<file path="src/rtl/core/key_click_double_long_detector_defines.svh">
// assertion macros used by the top-level rtl file
`ifndef KEY_CLICK_DOUBLE_LONG_DETECTOR_DEFINES_SVH
`define KEY_CLICK_DOUBLE_LONG_DETECTOR_DEFINES_SVH

`ifndef SYNTH
`define KCD_ASSERT(lbl, prop) \
    lbl: assert property (@(posedge i_clk) disable iff (!i_rst_n) prop) \
        else $error("kcd assertion failed");
`define KCD_ASSERT_ALWAYS(lbl, prop) \
    lbl: assert property (@(posedge i_clk) prop) \
        else $error("kcd assertion failed");
`else
`define KCD_ASSERT(lbl, prop)
`define KCD_ASSERT_ALWAYS(lbl, prop)
`endif

`endif

</file>
<file path="src/rtl/core/kcd_pkg.sv">
package kcd_pkg;

    localparam int NUM_KEYS   = 6;
    localparam int PIN_W      = 6;
    localparam int TIME_W     = 32;
    localparam int THR_W      = 16;
    localparam int KEY_IDX_W  = 3;
    localparam int CFG_IDX_W  = 1;

    localparam logic [THR_W-1:0] LONG_PRESS_RESET = 16'd800;
    localparam logic [THR_W-1:0] DBL_WINDOW_RESET = 16'd300;

    localparam logic [CFG_IDX_W-1:0] REG_LONG_PRESS = 1'd0;
    localparam logic [CFG_IDX_W-1:0] REG_DBL_WINDOW = 1'd1;

    localparam logic [1:0] TALLY_MAX = 2'd3;

    typedef enum logic [1:0] {
        PH_IDLE     = 2'd0,
        PH_PRESSED  = 2'd1,
        PH_RELEASED = 2'd2
    } t_phase;

    typedef enum logic [1:0] {
        EV_NONE   = 2'd0,
        EV_SINGLE = 2'd1,
        EV_DOUBLE = 2'd2,
        EV_LONG   = 2'd3
    } t_event;

    typedef enum logic [1:0] {
        S_IDLE  = 2'd0,
        S_EVAL  = 2'd1,
        S_MERGE = 2'd2
    } t_state;

    typedef struct packed {
        t_phase              phase;
        logic [TIME_W-1:0]   mark;
        logic [1:0]          tally;
    } t_key_state;

    typedef struct packed {
        t_key_state nxt;
        t_event     kind;
    } t_lane_res;

endpackage

</file>
<file path="src/rtl/core/kcd_lane.sv">
module kcd_lane (
    input  logic                           i_clk,
    input  logic                           i_en,
    input  kcd_pkg::t_key_state            i_key,
    input  logic                           i_down,
    input  logic [kcd_pkg::TIME_W-1:0]     i_now_ms,
    input  logic [kcd_pkg::THR_W-1:0]      i_long_press_ms,
    input  logic [kcd_pkg::THR_W-1:0]      i_window_ms,
    output kcd_pkg::t_lane_res             o_res
);

    kcd_pkg::t_lane_res              r_res;
    kcd_pkg::t_lane_res              n_res;
    logic [kcd_pkg::TIME_W-1:0]      elapsed;
    logic                            long_hit;
    logic                            window_hit;

    assign elapsed    = i_now_ms - i_key.mark;
    assign long_hit   = elapsed > {{(kcd_pkg::TIME_W-kcd_pkg::THR_W){1'b0}}, i_long_press_ms};
    assign window_hit = elapsed > {{(kcd_pkg::TIME_W-kcd_pkg::THR_W){1'b0}}, i_window_ms};

    always_comb begin
        n_res.nxt  = i_key;
        n_res.kind = kcd_pkg::EV_NONE;
        case (i_key.phase)
            kcd_pkg::PH_PRESSED: begin
                if (!i_down) begin
                    n_res.nxt.phase = kcd_pkg::PH_RELEASED;
                    n_res.nxt.mark  = i_now_ms;
                    if (i_key.tally != kcd_pkg::TALLY_MAX) begin
                        n_res.nxt.tally = i_key.tally + 2'd1;
                    end
                end else if (long_hit) begin
                    n_res.nxt.phase = kcd_pkg::PH_IDLE;
                    n_res.nxt.tally = 2'd0;
                    n_res.kind      = kcd_pkg::EV_LONG;
                end
            end
            kcd_pkg::PH_RELEASED: begin
                if (i_down) begin
                    n_res.nxt.phase = kcd_pkg::PH_PRESSED;
                    n_res.nxt.mark  = i_now_ms;
                end else if (window_hit) begin
                    n_res.nxt.phase = kcd_pkg::PH_IDLE;
                    n_res.nxt.tally = 2'd0;
                    if (i_key.tally == 2'd1) begin
                        n_res.kind = kcd_pkg::EV_SINGLE;
                    end else if (i_key.tally == 2'd2) begin
                        n_res.kind = kcd_pkg::EV_DOUBLE;
                    end
                end
            end
            default: begin
                n_res.nxt.phase = kcd_pkg::PH_IDLE;
                if (i_down) begin
                    n_res.nxt.phase = kcd_pkg::PH_PRESSED;
                    n_res.nxt.mark  = i_now_ms;
                end
            end
        endcase
    end

    always_ff @(posedge i_clk) begin
        if (i_en) begin
            r_res <= n_res;
        end
    end

    assign o_res = r_res;

endmodule

</file>
<file path="src/rtl/core/kcd_merge.sv">
module kcd_merge (
    input  logic                             i_clk,
    input  logic                             i_rst_n,
    input  logic                             i_commit,
    input  kcd_pkg::t_lane_res               i_lane [kcd_pkg::NUM_KEYS],
    output kcd_pkg::t_key_state              o_keys [kcd_pkg::NUM_KEYS],
    output kcd_pkg::t_event                  o_kind,
    output logic [kcd_pkg::KEY_IDX_W-1:0]    o_key_id
);

    kcd_pkg::t_key_state            r_keys [kcd_pkg::NUM_KEYS];
    kcd_pkg::t_key_state            n_keys [kcd_pkg::NUM_KEYS];
    kcd_pkg::t_event                kind;
    logic [kcd_pkg::KEY_IDX_W-1:0]  who;
    logic                           blocked;

    // first firing key wins, later keys keep their state
    always_comb begin
        kind    = kcd_pkg::EV_NONE;
        who     = '0;
        blocked = 1'b0;
        for (int k = 0; k < kcd_pkg::NUM_KEYS; k++) begin
            n_keys[k] = r_keys[k];
            if (!blocked) begin
                n_keys[k] = i_lane[k].nxt;
                if (i_lane[k].kind != kcd_pkg::EV_NONE) begin
                    kind    = i_lane[k].kind;
                    who     = kcd_pkg::KEY_IDX_W'(k);
                    blocked = 1'b1;
                end
            end
        end
    end

    always_ff @(posedge i_clk) begin
        for (int k = 0; k < kcd_pkg::NUM_KEYS; k++) begin
            if (!i_rst_n) begin
                r_keys[k].phase <= kcd_pkg::PH_IDLE;
                r_keys[k].mark  <= '0;
                r_keys[k].tally <= 2'd0;
            end else if (i_commit) begin
                r_keys[k] <= n_keys[k];
            end
        end
    end

    assign o_keys   = r_keys;
    assign o_kind   = kind;
    assign o_key_id = who;

endmodule

</file>
<file path="src/rtl/core/key_click_double_long_detector.sv">
// Detects single clicks, double clicks and long presses on six active-low
// keys. Each input item is one scan (pin levels plus the millisecond time);
// each scan yields exactly one result item: the event found and the key
// that caused it, or no event with key number 0. Keys are evaluated in
// parallel lanes and the lowest-index key that fires wins; keys above it
// keep their state for the next scan. An accepted scan is registered, the
// lanes register their results in the EVAL state and the merged result is
// committed to the result register in the MERGE state; the input is ready
// again once the result is committed, so no new scan is taken before then.
// While an earlier result is still waiting, the commit holds until it is
// taken. The user must write thresholds through the config port only while
// the block is idle; the block itself does not enforce this.
`include "key_click_double_long_detector_defines.svh"

module key_click_double_long_detector (
    input  logic                              i_clk,
    input  logic                              i_rst_n,
    input  logic                              i_in_valid,
    output logic                              o_in_ready,
    input  logic [kcd_pkg::PIN_W-1:0]         i_pin_levels,
    input  logic [kcd_pkg::TIME_W-1:0]        i_now_ms,
    output logic                              o_out_valid,
    input  logic                              i_out_ready,
    output logic [1:0]                        o_event_kind,
    output logic [kcd_pkg::KEY_IDX_W-1:0]     o_key_id,
    input  logic                              i_cfg_we,
    input  logic [kcd_pkg::CFG_IDX_W-1:0]     i_cfg_index,
    input  logic [kcd_pkg::THR_W-1:0]         i_cfg_data
);

    kcd_pkg::t_state                  r_state;
    kcd_pkg::t_state                  n_state;
    logic [kcd_pkg::PIN_W-1:0]        r_pins;
    logic [kcd_pkg::TIME_W-1:0]       r_now;
    logic [kcd_pkg::THR_W-1:0]        r_long_press_ms;
    logic [kcd_pkg::THR_W-1:0]        r_window_ms;
    logic                             r_out_valid;
    kcd_pkg::t_event                  r_kind;
    logic [kcd_pkg::KEY_IDX_W-1:0]    r_key_id;

    logic                             in_accept;
    logic                             lane_en;
    logic                             commit;
    logic [kcd_pkg::NUM_KEYS-1:0]     down;
    kcd_pkg::t_lane_res               lane_res [kcd_pkg::NUM_KEYS];
    kcd_pkg::t_key_state              keys     [kcd_pkg::NUM_KEYS];
    kcd_pkg::t_event                  merge_kind;
    logic [kcd_pkg::KEY_IDX_W-1:0]    merge_idx;

    assign in_accept = i_in_valid && o_in_ready;

    // config registers
    always_ff @(posedge i_clk) begin
        if (!i_rst_n) begin
            r_long_press_ms <= kcd_pkg::LONG_PRESS_RESET;
            r_window_ms     <= kcd_pkg::DBL_WINDOW_RESET;
        end else if (i_cfg_we) begin
            unique case (i_cfg_index)
                kcd_pkg::REG_LONG_PRESS: r_long_press_ms <= i_cfg_data;
                kcd_pkg::REG_DBL_WINDOW: r_window_ms     <= i_cfg_data;
                default: ;
            endcase
        end
    end

    // next state
    always_comb begin
        n_state = r_state;
        unique case (r_state)
            kcd_pkg::S_IDLE:  if (in_accept) n_state = kcd_pkg::S_EVAL;
            kcd_pkg::S_EVAL:  n_state = kcd_pkg::S_MERGE;
            kcd_pkg::S_MERGE: if (!r_out_valid || i_out_ready) n_state = kcd_pkg::S_IDLE;
            default:          n_state = kcd_pkg::S_IDLE;
        endcase
    end

    // state outputs
    always_comb begin
        o_in_ready = 1'b0;
        lane_en    = 1'b0;
        commit     = 1'b0;
        unique case (r_state)
            kcd_pkg::S_IDLE:  o_in_ready = 1'b1;
            kcd_pkg::S_EVAL:  lane_en    = 1'b1;
            kcd_pkg::S_MERGE: commit     = !r_out_valid || i_out_ready;
            default: ;
        endcase
    end

    always_ff @(posedge i_clk) begin
        if (!i_rst_n) begin
            r_state <= kcd_pkg::S_IDLE;
        end else begin
            r_state <= n_state;
        end
    end

    always_ff @(posedge i_clk) begin
        if (in_accept) begin
            r_pins <= i_pin_levels;
            r_now  <= i_now_ms;
        end
    end

    // keys beyond the pin field read as pressed
    for (genvar k = 0; k < kcd_pkg::NUM_KEYS; k++) begin : g_lane
        if (k < kcd_pkg::PIN_W) begin : g_pin
            assign down[k] = ~r_pins[k];
        end else begin : g_nopin
            assign down[k] = 1'b1;
        end

        kcd_lane u_lane (
            .i_clk           (i_clk),
            .i_en            (lane_en),
            .i_key           (keys[k]),
            .i_down          (down[k]),
            .i_now_ms        (r_now),
            .i_long_press_ms (r_long_press_ms),
            .i_window_ms     (r_window_ms),
            .o_res           (lane_res[k])
        );
    end

    kcd_merge u_merge (
        .i_clk       (i_clk),
        .i_rst_n     (i_rst_n),
        .i_commit    (commit),
        .i_lane      (lane_res),
        .o_keys      (keys),
        .o_kind      (merge_kind),
        .o_key_id    (merge_idx)
    );

    // result register
    always_ff @(posedge i_clk) begin
        if (!i_rst_n) begin
            r_out_valid <= 1'b0;
        end else if (commit) begin
            r_out_valid <= 1'b1;
        end else if (i_out_ready) begin
            r_out_valid <= 1'b0;
        end
    end

    always_ff @(posedge i_clk) begin
        if (commit) begin
            r_kind   <= merge_kind;
            r_key_id <= merge_idx;
        end
    end

    assign o_out_valid  = r_out_valid;
    assign o_event_kind = r_kind;
    assign o_key_id     = r_key_id;

    `KCD_ASSERT(a_none_key0, o_out_valid && (o_event_kind == kcd_pkg::EV_NONE) |-> o_key_id == '0)
    `KCD_ASSERT(a_accept_busy, in_accept |=> !o_in_ready ##1 !o_in_ready)
    `KCD_ASSERT(a_merge_fills, (r_state == kcd_pkg::S_MERGE) && !r_out_valid |=> o_out_valid)
    `KCD_ASSERT_ALWAYS(a_reset_idle, !i_rst_n |=> !o_out_valid && o_in_ready)

endmodule
</file>
<file path="config.mk">
export PLATFORM = sky130hd
export DESIGN_NAME = key_click_double_long_detector
export DESIGN_NICKNAME = d
export VERILOG_FILES = /design/src/rtl/core/kcd_pkg.sv /design/src/rtl/core/kcd_lane.sv /design/src/rtl/core/kcd_merge.sv /design/src/rtl/core/key_click_double_long_detector.sv
export VERILOG_INCLUDE_DIRS = /design/src /design/src/rtl/core
export SDC_FILE = /design/constraint.sdc
export NUM_CORES = 2
export LEC_CHECK = 0
export ABC_AREA = 0
export CAP_MARGIN = 0
export CORE_MARGIN = 1.5
export CORE_UTILIZATION = 60
export DETAILED_ROUTE_END_ITERATION = 8
export DONT_BUFFER_PORTS = 1
export GPL_ROUTABILITY_DRIVEN = 0
export PLACE_DENSITY = 0.8
export RECOVER_POWER = 25
export SYNTH_ARGS = -nofsm -noshare
export SYNTH_HDL_FRONTEND = slang
export SYNTH_SLANG_ARGS = --single-unit
</file>
<file path="constraint.sdc">
create_clock -name i_clk -period 23.5 [get_ports i_clk]
set_input_delay 1.175 -clock i_clk [delete_from_list [all_inputs] [get_ports i_clk]]
set_output_delay 1.175 -clock i_clk [all_outputs]
set_load 0.005 [all_outputs]
</file>
==> flow_summary.json <==
{
  "status": "finished with violations",
  "violations": "capacitance limit, slew limit",
  "synthArstFlopShare_pct": 0,
  "pwr-share-comb_pct": 21.6,
  "synth_area_per_cell_um2": 8.66,
  "drc_errors": 0,
  "grt.busiest_layer": "met2",
  "finalMaxSlewViolations": 184,
  "pwr-share-seq_pct": 41.2,
  "synth-compound-area-share_pct": 25.4,
  "relSlewSlack_pct": -113,
  "ir_drop_uv": 61.1,
  "reg2reg_depth": 22,
  "antenna_found_initial": 6,
  "drv_cap": 5,
  "ant_nets": 0,
  "dr.pass1.iters": 8,
  "clkSlewWorstSetupHoldPaths_ns": 0.06,
  "p_leak_nw": 14.2,
  "post_drt_wl_per_cell_um": 22.3,
  "rr_startpoint": "r_now[4]$_DFFE_PP_",
  "synth_xor_area_share_pct": 2.96,
  "io_buffers": 0,
  "final_cell_mix": "707 x nand2_1, 390 x ha_1, 295 x inv_1, 281 x a21oi_1, 271 x edfxtp_1",
  "synth_top_family_by_area": "compound AO/OA/AOI/OAI gates",
  "placementRows": 91,
  "synth_cells": 4313,
  "synth_edf_count": 271,
  "critPathMaxFanout": 12,
  "grtUsageMet3_pct": 7.24,
  "die_y_um": 252,
  "tightestPinTransition_ns": 3.19,
  "synthSimpleGateAreaFrac_pct": 17.5,
  "setup_violations": 0,
  "fmax_ghz": 0.189,
  "internal_power_w": 0.00172,
  "reg2reg_to": "g_lane[3].u_lane.o_res[0]$_DFFE_PN_",
  "cts_tree": "yes",
  "layout-drive-gt1-share_pct": 4.99,
  "start_util_pct": 60.6,
  "area_growth_pct": 6.97,
  "cp-end-kind": "flop",
  "rsz0062_at_grt": "no",
  "final.min_clock_period_ns": 5.28,
  "yosys_warnings": 0,
  "boundaryPins": 67,
  "holdCritStartpoint": "r_window_ms[14]$_SDFFE_PN0P_",
  "synth_nets": 4769,
  "postRouteWirelength_mm": 114,
  "dpl.hpwl_mm": 77.5,
  "overflow": 0,
  "synth_ff_type": "edfxtp_1",
  "grt_pass1_vias": 31500,
  "yosysSeqAreaShare_pct": 35.2,
  "hold_viol": 0,
  "switchingPower_w": 0.000736,
  "layout_commonest_cell": "nand2_1",
  "required_ns": 23.90,
  "p_per_area_mw_per_mm2": 61.6,
  "cts_root_buffer": "clkbuf_16",
  "dieWidth_um": 252,
  "use_met1_pct": 42.7,
  "setup.worst_path.start_class": "flop",
  "holdBufCountCts": 0,
  "ys_ff_latch": 522,
  "pwr-share-clk_pct": 37.2,
  "insertion_delay_ns": 0.65,
  "synthesis.area_mm2": 0.0373,
  "crit_type": "reg -> reg",
  "postCtsSetupBuffers": 0,
  "worstHoldEndpoint": "r_window_ms[14]$_SDFFE_PN0P_",
  "crit_arrival_ns": 5.68,
  "p_sw_share_pct": 29.9,
  "hold_depth": 2,
  "fin_skew_ns": 0.0440,
  "drt_iter0_markers": 3141,
  "setup_ws_ns": 18.22,
  "finalNetCount": 4675,
  "met2_usage_pct": 54.8,
  "synth_mux_area_share_pct": 0.466,
  "postCtsResizedCells": 0,
  "cts.path.max_buffers": 3,
  "via_count": 33600,
  "yosysUniqueCellTypes": 101,
  "htree_levels": 2,
  "synth_fa_ha_area_share_pct": 13.4,
  "dieArea_mm2": 0.0637,
  "worst-r2r-setup-slack_ns": 18.22,
  "setup_tns_ns": 0,
  "min_period_over_period_pct": 22.5,
  "grt_pass1_wl_mm": 175,
  "grt_usage_pct": 35.0,
  "coreArea_mm2": 0.0616,
  "hold_path_class": "reg -> reg",
  "grt_max_degree": 252,
  "dp_slack_ns": 18.33,
  "via_per_inst": 6.57,
  "cts_buffers": 56,
  "numClockSinks": 522
}
## Yosys cell counts (all sizes together) (14+ instances only)
cell / count / area share, %
nand2: 707 / 7.1
dfxtp: 251 / 13
nor3: 60 / 0.84
o31ai: 17 / 0.37
inv: 295 / 3.0
ha: 390 / 13
a31oi: 33 / 0.59
nor2b: 49 / 0.82
or2: 14 / 0.23
a211oi: 33 / 0.73
or3: 19 / 0.32
a21o: 85 / 1.7
a22o: 192 / 4.5
nand3: 68 / 0.91
nor2: 218 / 2.2
o21ai: 178 / 2.4
edfxtp: 271 / 22
a21boi: 252 / 5.1
xnor2: 87 / 2.0
and3: 21 / 0.37
o21bai: 21 / 0.42
xor2: 39 / 0.91
o21a: 52 / 1.0
nand4: 101 / 1.7
o211ai: 42 / 0.84
and2: 19 / 0.32
a21oi: 289 / 3.9
nand2b: 43 / 0.72
buf: 21 / 0.26
clkbuf: 181 / 1.8
o2111ai: 14 / 0.33
nor4: 18 / 0.34
mux2i: 14 / 0.38
## area by class of cell
| class | count | area, µm² |
|---|---|---|
| clock inverters | 31 | 308 |
| repair buffers | 50 | 369 |
| fillers | 5097 | 21700 |
| flip-flops and latches | 522 | 13200 |
| diodes | 5 | 12.5 |
| inverters | 295 | 1110 |
| clock buffers | 75 | 1580 |
| multi-input cells | 3294 | 22400 |
| well taps | 837 | 1050 |
## sequential cells by signal, summed over array words and instances, names as in the netlist
register,flops
g_lane.u_lane.o_res,228
o_event_kind,2
o_key_id,3
o_out_valid,1
r_long_press_ms,16
r_now,32
r_pins,6
r_state,2
r_window_ms,16
u_merge.o_keys,216
## through the flow
step / instance area (µm²) / std cells / total power, W / hold WS (ns) / util, %
6_report: 39900 / 5109 / 0.00246 / 0.468 / 64.8
4_1_cts: 40000 / 5104 / 0.00245 / 0.467 / 64.9
3_5_place_dp: 38100 / 4998 / 0.00154 / 0.458 / 61.8
2_1_floorplan: 37300 / 4313 / 0.00141 / 0.443 / -
3_3_place_gp: 38100 / 4998 / 0.00153 / 0.450 / 61.8
5_1_grt: 39900 / 5105 / 0.00255 / 0.485 / 64.8
## metal layers
| metal | part of all wire, % | routed length [µm] |
|---|---|---|
| met4 | 8.3 | 9480 |
| met5 | 0.017 | 19 |
| met3 | 9.7 | 11000 |
| met1 | 38 | 43800 |
| met2 | 43 | 49500 |
## kinds of logic after synthesis
family	after synthesis
XOR/XNOR	126
flip-flops	522
AO/OA/AOI/OAI	1350
buffers and inverters	497
AND/OR/NAND/NOR	1405
adder cells (fa/ha/maj)	396
multiplexers	17
## power groups by stage
stage                     registers [W]  clock network [W]  logic [W]
after global placement          0.00103                  0   0.000501
after detailed placement        0.00103                  0   0.000511
final                           0.00101           0.000914   0.000530
after CTS                       0.00101           0.000922   0.000516
after floorplan                 0.00103                  0   0.000379
after global routing            0.00102           0.000954   0.000578
## worst max-delay path, stage by stage, from the launching register on
cell and delay, ns:
edfxtp_1 0.82, ha_1 0.39, a21oi_1 0.22, o21ai_0 0.21, or2_2 0.34, and2_1 0.17, o21ai_0 0.14, nand2b_1 0.11
a21oi_1 0.15, o21ba_2 0.15, xnor2_1 0.16, ha_1 0.30, a21o_1 0.16, a21o_1 0.18, a21oi_1 0.13, o21ai_0 0.10
o21a_1 0.18, o21ai_0 0.15, o211ai_1 0.11, o31a_1 0.16, nor4_4 0.41, nor4b_1 0.10, o21a_1 0.18
## worst max-delay path by stage
| stage | from | endpoint | slack (ns) | cells after the start |
|---|---|---|---|---|
| after global routing | r_now[1]$_DFFE_PP_ | g_lane[5].u_lane.o_res[1]$_DFFE_PN_ | 17.87 | 17 |
| final | r_now[4]$_DFFE_PP_ | g_lane[3].u_lane.o_res[0]$_DFFE_PN_ | 18.22 | 22 |
| after floorplan | r_state[0]$_SDFFE_PN0P_ | r_state[1]$_SDFFE_PN0P_ | 12.24 | 2 |
| after CTS | r_now[1]$_DFFE_PP_ | g_lane[5].u_lane.o_res[0]$_DFFE_PN_ | 18.32 | 17 |
| after global placement | r_now[4]$_DFFE_PP_ | g_lane[3].u_lane.o_res[0]$_DFFE_PN_ | 18.45 | 22 |
| after detailed placement | r_now[1]$_DFFE_PP_ | g_lane[5].u_lane.o_res[0]$_DFFE_PN_ | 18.33 | 17 |
Note: power is estimated with default switching activity, not from simulation.
